**src/sv/multi_digit_seven_segment_driver_assert.svh**
```systemverilog
// Assertion macros for the seven-segment driver
`ifndef MULTI_DIGIT_SEVEN_SEGMENT_DRIVER_ASSERT_SVH
`define MULTI_DIGIT_SEVEN_SEGMENT_DRIVER_ASSERT_SVH

// cond must hold at every clock edge out of reset
`define MDSS_ASSERT_NOW(lbl, cond) \
    lbl: assert property (@(posedge clk) disable iff (!rst_n) (cond)) \
        else $error("assertion failed: invariant");

// post must hold in the cycle after pre
`define MDSS_ASSERT_NEXT(lbl, pre, post) \
    lbl: assert property (@(posedge clk) disable iff (!rst_n) (pre) |=> (post)) \
        else $error("assertion failed: next-cycle check");

`endif

```
**src/sv/mdss_pkg.sv**
```systemverilog
// Shared types, codes and segment decode for the seven-segment driver
package mdss_pkg;

    localparam int MAX_DIGITS = 4;
    localparam int SEG_W      = 8;
    localparam int QDEPTH     = 2;
    localparam int QAW        = $clog2(QDEPTH);

    localparam logic [1:0] ST_OK    = 2'd0;
    localparam logic [1:0] ST_INDEX = 2'd1;
    localparam logic [1:0] ST_RANGE = 2'd2;

    localparam logic OP_DIGIT  = 1'b0;
    localparam logic OP_NUMBER = 1'b1;

    typedef struct packed {
        logic        opcode;
        logic [7:0]  digit_index;
        logic [15:0] value;
    } mdss_req_t;

    typedef struct packed {
        logic [1:0]                   status;
        logic [MAX_DIGITS*SEG_W-1:0]  pin_levels;
    } mdss_rsp_t;

    typedef enum logic [1:0] {
        CMD_DIGIT  = 2'd0,
        CMD_NUMBER = 2'd1,
        CMD_REJECT = 2'd2
    } cmd_kind_t;

    typedef struct packed {
        cmd_kind_t                       kind;
        logic [1:0]                      status;
        logic [$clog2(MAX_DIGITS)-1:0]   idx;
        logic [15:0]                     value;
    } mdss_cmd_t;

    function automatic int pow10(input int n);
        int r;
        r = 1;
        for (int i = 0; i < n; i++)
        begin
            r = r * 10;
        end
        return r;
    endfunction

    function automatic logic [SEG_W-1:0] seg_pattern(input logic [3:0] d);
        logic [SEG_W-1:0] p;
        unique case (d)
            4'd0:    p = 8'h3F;
            4'd1:    p = 8'h06;
            4'd2:    p = 8'h5B;
            4'd3:    p = 8'h4F;
            4'd4:    p = 8'h66;
            4'd5:    p = 8'h6D;
            4'd6:    p = 8'h7D;
            4'd7:    p = 8'h07;
            4'd8:    p = 8'h7F;
            4'd9:    p = 8'h6F;
            default: p = 8'h00;
        endcase
        return p;
    endfunction

endpackage

```
**src/sv/mdss_cmdq.sv**
```systemverilog
// Two-entry command queue between front end and back end
module mdss_cmdq (
    input  logic              clk,
    input  logic              rst_n,
    input  logic              wr_en,
    input  mdss_pkg::mdss_cmd_t wr_data,
    output logic              full,
    input  logic              rd_en,
    output mdss_pkg::mdss_cmd_t rd_data,
    output logic              empty
);
    import mdss_pkg::*;

    mdss_cmd_t        entry_reg [QDEPTH];
    logic [QAW-1:0]   wr_ptr_reg, wr_ptr_next;
    logic [QAW-1:0]   rd_ptr_reg, rd_ptr_next;
    logic [QAW:0]     count_reg, count_next;
    logic             do_wr, do_rd;

    assign full    = (count_reg == (QAW+1)'(QDEPTH));
    assign empty   = (count_reg == '0);
    assign do_wr   = wr_en && !full;
    assign do_rd   = rd_en && !empty;
    assign rd_data = entry_reg[rd_ptr_reg];

    always_comb
    begin
        wr_ptr_next = do_wr ? wr_ptr_reg + QAW'(1) : wr_ptr_reg;
        rd_ptr_next = do_rd ? rd_ptr_reg + QAW'(1) : rd_ptr_reg;
        count_next  = count_reg;
        if (do_wr && !do_rd)
        begin
            count_next = count_reg + (QAW+1)'(1);
        end
        else if (do_rd && !do_wr)
        begin
            count_next = count_reg - (QAW+1)'(1);
        end
    end

    always_ff @(posedge clk or negedge rst_n)
    begin
        if (!rst_n)
        begin
            wr_ptr_reg <= '0;
            rd_ptr_reg <= '0;
            count_reg  <= '0;
        end
        else
        begin
            wr_ptr_reg <= wr_ptr_next;
            rd_ptr_reg <= rd_ptr_next;
            count_reg  <= count_next;
        end
    end

    always_ff @(posedge clk)
    begin
        if (do_wr)
        begin
            entry_reg[wr_ptr_reg] <= wr_data;
        end
    end

endmodule

```
**src/sv/mdss_front.sv**
```systemverilog
// Front end: takes requests, range-checks them and classifies them into commands
module mdss_front #(
    parameter int DIGITS = 4
) (
    input  logic                push,
    output logic                full,
    input  mdss_pkg::mdss_req_t req,
    input  logic                q_full,
    output logic                enq,
    output mdss_pkg::mdss_cmd_t cmd
);
    import mdss_pkg::*;

    localparam logic [15:0] NUM_LIMIT = 16'(pow10(DIGITS) - 1);
    localparam int          IW        = $clog2(MAX_DIGITS);

    assign full = q_full;
    assign enq  = push && !q_full;

    always_comb
    begin
        cmd.kind   = CMD_REJECT;
        cmd.status = ST_OK;
        cmd.idx    = req.digit_index[IW-1:0];
        cmd.value  = req.value;
        if (req.opcode == OP_DIGIT)
        begin
            if (req.digit_index >= 8'(DIGITS))
            begin
                cmd.status = ST_INDEX;
            end
            else if (req.value > 16'd9)
            begin
                cmd.status = ST_RANGE;
            end
            else
            begin
                cmd.kind = CMD_DIGIT;
            end
        end
        else
        begin
            if (req.value > NUM_LIMIT)
            begin
                cmd.status = ST_RANGE;
            end
            else
            begin
                cmd.kind = CMD_NUMBER;
            end
        end
    end

endmodule

```
**src/sv/mdss_back.sv**
```systemverilog
// Back end: updates digit patterns one decimal digit per cycle and emits pin levels
module mdss_back #(
    parameter int DIGITS = 4
) (
    input  logic                               clk,
    input  logic                               rst_n,
    input  mdss_pkg::mdss_cmd_t                cmd,
    input  logic                               cmd_valid,
    output logic                               cmd_pop,
    input  logic [mdss_pkg::MAX_DIGITS-1:0]    anode_mask,
    output mdss_pkg::mdss_rsp_t                rsp,
    output logic                               empty,
    input  logic                               pop
);
    import mdss_pkg::*;

    localparam int IW = $clog2(MAX_DIGITS);
    localparam int CW = $clog2(MAX_DIGITS + 1);

    typedef enum logic [2:0] {
        S_IDLE = 3'b001,
        S_CONV = 3'b010,
        S_EMIT = 3'b100
    } state_t;

    state_t             state_reg, state_next;
    logic [SEG_W-1:0]   pat_reg [MAX_DIGITS];
    logic [SEG_W-1:0]   pat_next [MAX_DIGITS];
    logic [15:0]        rem_reg, rem_next;
    logic [CW-1:0]      cnt_reg, cnt_next;
    logic [1:0]         status_reg, status_next;
    mdss_rsp_t          out_reg, out_next;
    logic               out_valid_reg, out_valid_next;

    logic [31:0]        prod;
    logic [15:0]        quot;
    logic [15:0]        rmd;
    logic               conv_done;
    logic               out_free;
    logic [MAX_DIGITS*SEG_W-1:0] pin_word;

    // divide by 10 via reciprocal multiply, exact for 16-bit operands
    assign prod      = rem_reg * 32'd52429;
    assign quot      = {3'b000, prod[31:19]};
    assign rmd       = rem_reg - ((quot << 3) + (quot << 1));
    assign conv_done = (rem_reg == 16'd0) || (cnt_reg == CW'(DIGITS));
    assign out_free  = !out_valid_reg || pop;

    assign rsp   = out_reg;
    assign empty = !out_valid_reg;

    always_comb
    begin
        for (int i = 0; i < MAX_DIGITS; i++)
        begin
            if (i < DIGITS)
            begin
                pin_word[i*SEG_W +: SEG_W] = pat_reg[i] ^ {SEG_W{anode_mask[i]}};
            end
            else
            begin
                pin_word[i*SEG_W +: SEG_W] = '0;
            end
        end
    end

    always_comb
    begin
        state_next     = state_reg;
        pat_next       = pat_reg;
        rem_next       = rem_reg;
        cnt_next       = cnt_reg;
        status_next    = status_reg;
        out_next       = out_reg;
        out_valid_next = out_valid_reg && !pop;
        cmd_pop        = 1'b0;
        unique case (state_reg)
            S_IDLE:
            begin
                if (cmd_valid)
                begin
                    cmd_pop     = 1'b1;
                    status_next = cmd.status;
                    unique case (cmd.kind)
                        CMD_DIGIT:
                        begin
                            pat_next[cmd.idx] = seg_pattern(cmd.value[3:0]);
                            state_next        = S_EMIT;
                        end
                        CMD_NUMBER:
                        begin
                            rem_next   = cmd.value;
                            cnt_next   = '0;
                            state_next = S_CONV;
                        end
                        CMD_REJECT:
                        begin
                            state_next = S_EMIT;
                        end
                        default:
                        begin
                            state_next = S_EMIT;
                        end
                    endcase
                end
            end
            S_CONV:
            begin
                if (conv_done)
                begin
                    state_next = S_EMIT;
                end
                else
                begin
                    pat_next[cnt_reg[IW-1:0]] = seg_pattern(rmd[3:0]);
                    rem_next                  = quot;
                    cnt_next                  = cnt_reg + CW'(1);
                end
            end
            S_EMIT:
            begin
                if (out_free)
                begin
                    out_next.status     = status_reg;
                    out_next.pin_levels = pin_word;
                    out_valid_next      = 1'b1;
                    state_next          = S_IDLE;
                end
            end
            default:
            begin
                state_next = S_IDLE;
            end
        endcase
    end

    always_ff @(posedge clk or negedge rst_n)
    begin
        if (!rst_n)
        begin
            state_reg     <= S_IDLE;
            out_valid_reg <= 1'b0;
            for (int i = 0; i < MAX_DIGITS; i++)
            begin
                pat_reg[i] <= '0;
            end
        end
        else
        begin
            state_reg     <= state_next;
            out_valid_reg <= out_valid_next;
            pat_reg       <= pat_next;
        end
    end

    always_ff @(posedge clk)
    begin
        rem_reg    <= rem_next;
        cnt_reg    <= cnt_next;
        status_reg <= status_next;
        out_reg    <= out_next;
    end

endmodule

```
**src/sv/multi_digit_seven_segment_driver.sv**
```systemverilog
// Top level of the multi-digit seven-segment driver
//
//   channel   | handshake           | payload
//   ----------+---------------------+---------------------------------
//   request   | push / full         | req: opcode, digit_index, value
//   result    | empty / pop         | rsp: status, pin_levels
//   config    | cfg_valid/cfg_ready | cfg_data: anode_mask
//
// Single-digit and rejected requests go from the queue through S_IDLE and S_EMIT to
// the result register; a number also passes through S_CONV, where the back end's
// divide-by-10 unit produces one decimal digit per cycle. The two-entry command queue
// keeps taking requests while the back end works or a result waits. Reset clears all
// digit patterns (segments off) and the anode mask. Config is always ready.
`include "multi_digit_seven_segment_driver_assert.svh"

module multi_digit_seven_segment_driver #(
    parameter int DIGITS = 4
) (
    input  logic                            clk,
    input  logic                            rst_n,
    input  logic                            push,
    output logic                            full,
    input  mdss_pkg::mdss_req_t             req,
    output logic                            empty,
    input  logic                            pop,
    output mdss_pkg::mdss_rsp_t             rsp,
    input  logic                            cfg_valid,
    output logic                            cfg_ready,
    input  logic [mdss_pkg::MAX_DIGITS-1:0] cfg_data
);
    import mdss_pkg::*;

    logic [MAX_DIGITS-1:0] anode_mask_reg, anode_mask_next;
    logic                  enq;
    mdss_cmd_t             enq_cmd;
    mdss_cmd_t             head_cmd;
    logic                  q_full;
    logic                  q_empty;
    logic                  cmd_pop;

    assign cfg_ready       = 1'b1;
    assign anode_mask_next = (cfg_valid && cfg_ready) ? cfg_data : anode_mask_reg;

    always_ff @(posedge clk or negedge rst_n)
    begin
        if (!rst_n)
        begin
            anode_mask_reg <= '0;
        end
        else
        begin
            anode_mask_reg <= anode_mask_next;
        end
    end

    mdss_front #(
        .DIGITS (DIGITS)
    ) u_front (
        .push   (push),
        .full   (full),
        .req    (req),
        .q_full (q_full),
        .enq    (enq),
        .cmd    (enq_cmd)
    );

    mdss_cmdq u_cmdq (
        .clk     (clk),
        .rst_n   (rst_n),
        .wr_en   (enq),
        .wr_data (enq_cmd),
        .full    (q_full),
        .rd_en   (cmd_pop),
        .rd_data (head_cmd),
        .empty   (q_empty)
    );

    mdss_back #(
        .DIGITS (DIGITS)
    ) u_back (
        .clk        (clk),
        .rst_n      (rst_n),
        .cmd        (head_cmd),
        .cmd_valid  (!q_empty),
        .cmd_pop    (cmd_pop),
        .anode_mask (anode_mask_reg),
        .rsp        (rsp),
        .empty      (empty),
        .pop        (pop)
    );

    `MDSS_ASSERT_NEXT(a_accept_queued, push && !full, !q_empty)
    `MDSS_ASSERT_NOW(a_status_code, empty || rsp.status <= ST_RANGE)
    `MDSS_ASSERT_NEXT(a_cfg_taken, cfg_valid && cfg_ready, anode_mask_reg == $past(cfg_data))

endmodule
```
**config.mk**
```make
export PLATFORM = sky130hd
export DESIGN_NAME = multi_digit_seven_segment_driver
export DESIGN_NICKNAME = d
export VERILOG_FILES = /design/src/sv/mdss_pkg.sv /design/src/sv/mdss_cmdq.sv /design/src/sv/mdss_front.sv /design/src/sv/mdss_back.sv /design/src/sv/multi_digit_seven_segment_driver.sv
export VERILOG_INCLUDE_DIRS = /design/src /design/src/sv
export SDC_FILE = /design/constraint.sdc
export NUM_CORES = 1
export LEC_CHECK = 0
export BUFFER_PORTS_ARGS = -buffer_cell sky130_fd_sc_hd__buf_4
export CAP_MARGIN = 20
export CORE_MARGIN = 4
export CORE_UTILIZATION = 33
export CTS_CLUSTER_DIAMETER = 200
export DETAILED_ROUTE_END_ITERATION = 8
export PLACE_DENSITY = 0.54
export RECOVER_POWER = 25
export SETUP_SLACK_MARGIN = 0.5
export SLEW_MARGIN = 10
export SYNTH_ARGS = -nofsm -noshare
export SYNTH_HDL_FRONTEND = slang
export SYNTH_SLANG_ARGS = --single-unit
```
**constraint.sdc**
```tcl
create_clock -name clk -period 6.8 [get_ports clk]
set_input_delay 0.68 -clock clk [delete_from_list [all_inputs] [get_ports clk]]
set_output_delay 0.68 -clock clk [all_outputs]
set_load 0.005 [all_outputs]
```
# Yosys cells after proc, flatten, opt, wreduce, memory -nomap -nowiden

Memories as Yosys holds them, arrays and structs flattened.
Index checks and enable logic that the tools add are counted.

Add/subtract/negate cells: 7
$mul: 1
$lt $le $gt $ge: 7
Equality and inequality tests: 12
Muxes and demuxes: 42
Bitwise gates (word level): 7
Reductions and logical operators: 26

Operators by type and width:

| operator                                                        | count |
|---|---|
| two-way mux 32 bit                                              | 3 |
| bitwise mux 32 bit                                              | 2 |
| case mux 32 bit (2 select lines)                                | 1 |
| two-way mux 8 bit                                               | 7 |
| two-way mux 16 bit                                              | 3 |
| demux 8 bit (select 2 bit)                                      | 2 |
| multiplier 16 x 16 -> 32 bit, second input constant             | 1 |
| case mux 16 bit (2 select lines)                                | 1 |
| XOR 8 bit                                                       | 4 |
| two-way mux 3 bit                                               | 7 |
| greater-than comparator 16 x 14 -> 1 bit, second input constant | 1 |
| greater-than comparator 16 x 4 -> 1 bit, second input constant  | 1 |
| zero test 16 bit                                                | 1 |
| two-way mux 2 bit                                               | 7 |
| case mux 3 bit (3 select lines)                                 | 1 |
| >= comparator 8 x 3 -> 1 bit, second input constant             | 1 |
| logical AND 1 bit                                               | 8 |
| inequality test 2 bit, second input constant                    | 4 |
| AND reduction 4 bit                                             | 2 |
| equality test 3 bit, second input constant                      | 2 |
| >= comparator 3 bit, second input constant                      | 2 |
| zero test 1 bit                                                 | 6 |
| < comparator 3 x 1 -> 1 bit, second input constant              | 2 |
| two-way mux 1 bit                                               | 6 |
| other kinds (20)                                                | 27 |

Bits in registers: 99
Bits in writable memories: 44
Memory bits (read-only): 224
Bits of input ports: 34
Logic and storage cells: 120
Memories kept: 3

Memories:

| memory           | words | width | read ports | clocked after Yosys merged registers in | write ports | RTL line        | text |
|---|---|---|---|---|---|---|---|
| (name not given) | 16    | 7     | 1          | 0                                       | 0           | mdss_pkg.sv:52  | `unique case (d)` |
| (name not given) | 16    | 7     | 1          | 0                                       | 0           | mdss_pkg.sv:52  |  |
| u_cmdq.entry_reg | 2     | 22    | 1          | 0                                       | 1           | mdss_cmdq.sv:14 | `mdss_cmd_t entry_reg [QDEPTH];` |

# Depth between registers and ports, before layout

An unclocked memory read counts as a cell.

Depth after elaboration: 10
Depth in mapped cells: 27
Gate-level depth less buffers: 27

# Modules after synthesis

From an unflattened synthesis, not the netlist that was laid out.

Cell total of the unflattened synthesis: 986
Area, all modules: 10994.3 um2

Modules (own cells, without submodules):

| module                           | instances | cells each | area an instance (um2) | seq. area each (um2) |
|---|---|---|---|---|
| mdss_back                        | 1         | 852        | 8788.4                 | 2453.6 |
| mdss_cmdq                        | 1         | 87         | 1788.0                 | 1421.4 |
| mdss_front                       | 1         | 36         | 257.7                  | 0.0 |
| multi_digit_seven_segment_driver | 1         | 11         | 160.2                  | 100.1 |

# Worst setup path before layout

No wires, ideal clock.

Path kind: reg2reg
Start: register u_back.rem_reg[3]
End: register u_back.pat_reg[12] (netlist name)
Arrival: 6.985 ns
Path slack: -0.275 ns
Stages on the path, launching flop included: 28
Clock period less this slack: 7.075 ns
Cell sequence: edfxtp_1 > inv_1 > ha_1 > inv_1 > fa_1 > inv_1 > fa_1 > fa_1 > fa_1 > inv_1 > fa_1 > inv_1 > ha_1 > nand4_2 > a211oi_4 > o311ai_4 > nand2_1 > a21oi_1 > xnor2_1 > ha_1 > or3b_2 > nor3b_1 > a21oi_1 > o22a_1 > o211ai_2 > xnor2_4 > mux2_4 > o221ai_1

Cells in the longest elaborated chain, start to end: 9
Elaborated cells between the ends (all ways): 13
Those cells by class: add/sub (2); mul (1); eq/ne (1); mux (5); reduce/logical (3); memory (1)

RTL lines:

| what                             | RTL line         | text |
|---|---|---|
| start: declaration               | mdss_back.sv:29  | `logic [15:0] rem_reg, rem_next;` |
| start signal: assignment         | mdss_back.sv:158 | `rem_reg <= rem_next;` |
| multiplier 16 x 16 -> 32 bit     | mdss_back.sv:43  | `assign prod = rem_reg * 32'd52429;` |
| adder 4 bit                      | mdss_back.sv:45  | `assign rmd = rem_reg - ((quot << 3) + (quot << 1));` |
| subtractor 4 bit                 | mdss_back.sv:45  |  |
| memory read (16 x 7 bit)         | -                |  |
| two-way mux 8 bit                | mdss_back.sv:109 | `if (conv_done)` |
| two-way mux 8 bit                | mdss_back.sv:77  | `unique case (state_reg)` |
| bitwise mux 32 bit               | mdss_back.sv:115 | `pat_next[cnt_reg[IW-1:0]] = seg_pattern(rmd[3:0]);` |
| two-way mux 32 bit               | mdss_back.sv:109 |  |
| case mux 32 bit (2 select lines) | mdss_back.sv:77  |  |
| end signal: assignment           | mdss_back.sv:152 | `pat_reg <= pat_next;` |
| end: declaration                 | mdss_back.sv:27  | `logic [SEG_W-1:0] pat_reg [MAX_DIGITS];` |

Parallel ways exist; a longest one is shown, timed or not. The select of a mux whose other input is x is not followed.
A chain may end at the register's enable or synchronous reset.

# Worst setup path after layout

Start: register u_back.rem_reg[2]
End: register u_back.pat_reg[30] (netlist name)

The elaborated chain is that of the path after synthesis.

==> impl_metrics.toml <==
[timing]
period_share_pct = 103
tightestPinTransition_ps = 2320
skew_ps = 14.7
final-hold-violation-count = 0
rsz0062_at_grt = "yes"
setup_viol = 28
period_needed_ps = 6980
timing.fmax_ghz = 0.143
timing.final.ws_setup_ps = -177
slew_viol_final = 41
relSlewSlack_pct = -54.5

[die]
die_area_um2 = 35500
start_util_pct = 33.8
rows = 65
io_pins = 71
core_um2 = 31800
die_w_um = 188
die_y_um = 188

[logic_synthesis]
synth_fp_nets = 1213
synth_area_um2 = 10700
ys_seq_area_share_pct = 37.0
yosysWarnings = 0
synth-seq-cells = 139
avgSynthCellArea_um2 = 11.4
synth_cells = 942
synthArstFlopShare_pct = 28.8
synth_ff_type = "edfxtp_1"
synth_edf_count = 99
synth.distinct_cells = 56

[routing]
drc_errors = 0
antenna_left = 0
totalWireLength_mm = 25.4
viasPerCell = 4.67
wire_per_inst_um = 16.5
drtIter0Drc = 373
dr.pass1.iters = 5
route.vias.total = 7199

[worst_setup_path]
cp-end-kind = "flip-flop"
required_ps = 7090
critPathLaunchType = "flip-flop"
arrival_ps = 7270
path_class = "flip-flop to flip-flop"
cp_max_fo = 4

[clocking]
ctsLongestPathBuffers = 2
cts_tree = "yes"
clk_latency_ps = 420
clockRootBuffer = "clkbuf_16"
cts_made_buffers = 17
clk_pin_slew_ps = 70
htreeDepth = 4
numClockSinks = 139

[global_routing]
grtUsageTotal_pct = 14.5
overflow = 0
first_global_vias = 7377
grt_max_degree = 41
grt_antenna_before_repair = 0
grt_pass1_wl_mm = 40.7

[place]
gp_congestion = 0.865
pre_cts_ws_ps = -193
port_buffers = 69
place_hpwl_mm = 20.0
placed_cell_area_um2 = 12300

[final_layout]
design_area_um2 = 13400
drive_gt1_share_pct = 22.1
syn_to_final_growth_pct = 24.6
regArea_um2 = 3980
multi_input_area_um2 = 6450
nFillCells = 3056
largest_reg_flops = 44
antenna_cells = 0
nets = 1365

[outcome]
run_status = "finished with violations"
violations = "max-capacitance violations, max-slew violations, negative setup slack"

[min_path]
hold_path_class = "flip-flop to flip-flop"

[job]
drv_cap = 1
area by class of cell:
class                      instances  share of cell area, %
clock inverter                    15                   1.63
multi-input combinational        615                   48.2
inverter                         172                   4.86
clock buffer                      17                   3.18
timing repair buffer             149                   8.39
tap                              435                   4.06
sequential                       139                   29.7
cell usage in the layout (no fill, tap or decap), drive strengths merged, types with 6 or more instances in the layout:
master	synthesis	routed
nand3	9	9
fa	80	80
nand4	8	8
a21o	7	7
nor3	7	7
o21ai	33	33
mux2i	19	19
dfrtp	39	39
nand2	51	51
a22oi	10	10
xnor2	14	14
xor2	46	46
nor2	42	42
o221ai	17	17
a21oi	39	39
and2	6	6
buf	3	130
nand2b	6	6
ha	157	157
inv	172	181
clkbuf	13	36
nor2b	10	10
mux2	10	10
edfxtp	99	99
a211oi	7	7
critical path, cell delays in order (launching register included):
cell	delay [ps]
edfxtp_1	420
buf_4	140
ha_2	230
inv_1	90
fa_1	520
inv_2	40
fa_1	470
fa_1	580
fa_1	430
fa_1	510
ha_4	320
nand4_4	110
a211oi_4	300
o311ai_4	160
nand2_2	120
a21oi_2	60
xnor2_1	160
ha_1	300
or3b_4	390
nor3b_4	170
a21oi_2	110
o22a_1	140
o211ai_2	130
xnor2_4	260
buf_12	140
buf_16	100
mux2i_4	310
o221ai_2	130
cell families (layout without fill, tap and decap cells):
| group | Yosys count | in the layout | synth area share (%) |
|---|---|---|---|
| simple gates | 154 | 154 | 6.78 |
| buf+inv | 188 | 353 | 6.60 |
| mux | 29 | 29 | 2.85 |
| xor+xnor | 60 | 60 | 5.14 |
| compound gates | 134 | 134 | 8.40 |
| flops | 139 | 139 | 37.0 |
| fa+ha+maj | 237 | 237 | 33.2 |
| other cells | 1 | 1 | 0.0349 |
path summary, 6_finish.rpt:
kind	startpoint	to	slack [ps]	cells past startpoint
max	u_back.rem_reg[2]	u_back.pat_reg[30]	-180	27
min	u_back.status_reg[0]	u_back.rsp[32]	420	0
max reg2reg	u_back.rem_reg[2]	u_back.pat_reg[30]	-180	27
min reg2reg	u_back.status_reg[0]	u_back.rsp[32]	420	0
max in group asynchronous	rst_n	u_back.out_valid_reg	4520	1
min in group asynchronous	rst_n	anode_mask_reg[1]	940	1
stage by stage:
stage / TNS [ps] / utilization [%] / hold WS [ps] / cells
global route: -10340 / 42.1 / 426 / 1542
finish: -3530 / 42.1 / 419 / 1542
CTS: -55.3 / 41.7 / 245 / 1529
detailed placement: -3980 / 38.6 / 418 / 1481
global placement: -1330 / 38.6 / 405 / 1481
floorplan: 0 / - / 384 / 942
metal layers:
metal | global-route usage (%) | vias up | wire length (um)
li1 | - | 3497 | -
met1 | 21.5 | 3564 | 12700
met2 | 22.7 | 123 | 11600
met3 | 2.22 | 15 | 849
met4 | 2.80 | 0 | 246
met5 | 0 | - | 0
Yosys cell counts (2+ instances only):
library cell	number	area share, %
a211oi_1	5	0.35
a21boi_0	2	0.14
a21o_1	7	0.49
a21oi_1	39	1.8
a22oi_1	10	0.70
a31oi_1	3	0.17
and2_1	6	0.35
buf_1	2	0.070
clkbuf_1	13	0.45
dfrtp_1	39	9.1
edfxtp_1	99	28
fa_1	80	15
ha_1	157	18
inv_1	172	6.0
mux2_2	9	0.94
mux2i_1	19	1.8
nand2_1	51	1.8
nand2b_1	6	0.35
nand3_1	9	0.42
nand4_1	7	0.41
nor2_1	42	1.5
nor2b_1	10	0.58
nor3_1	7	0.33
nor3b_1	3	0.21
nor4_1	4	0.23
o21a_1	4	0.28
o21ai_0	26	1.2
o21ai_1	7	0.33
o221ai_1	17	1.4
o32a_1	2	0.19
or3_1	3	0.17
or3b_2	2	0.16
xnor2_1	13	1.1
xor2_1	45	3.7
repair_timing:
item | CTS | global route
setup buffers | 15 | 12
pin swaps | 19 | 26
hold buffers | 0 | 0
cloned | 1 | 0
setup endpoints to repair | 28 | 33
gates resized for setup | 39 | 26
hold endpoints to repair | 0 | 0
Power is not shown: default switching activity piles up to over one toggle a cycle in this logic, so the estimate is an artifact.
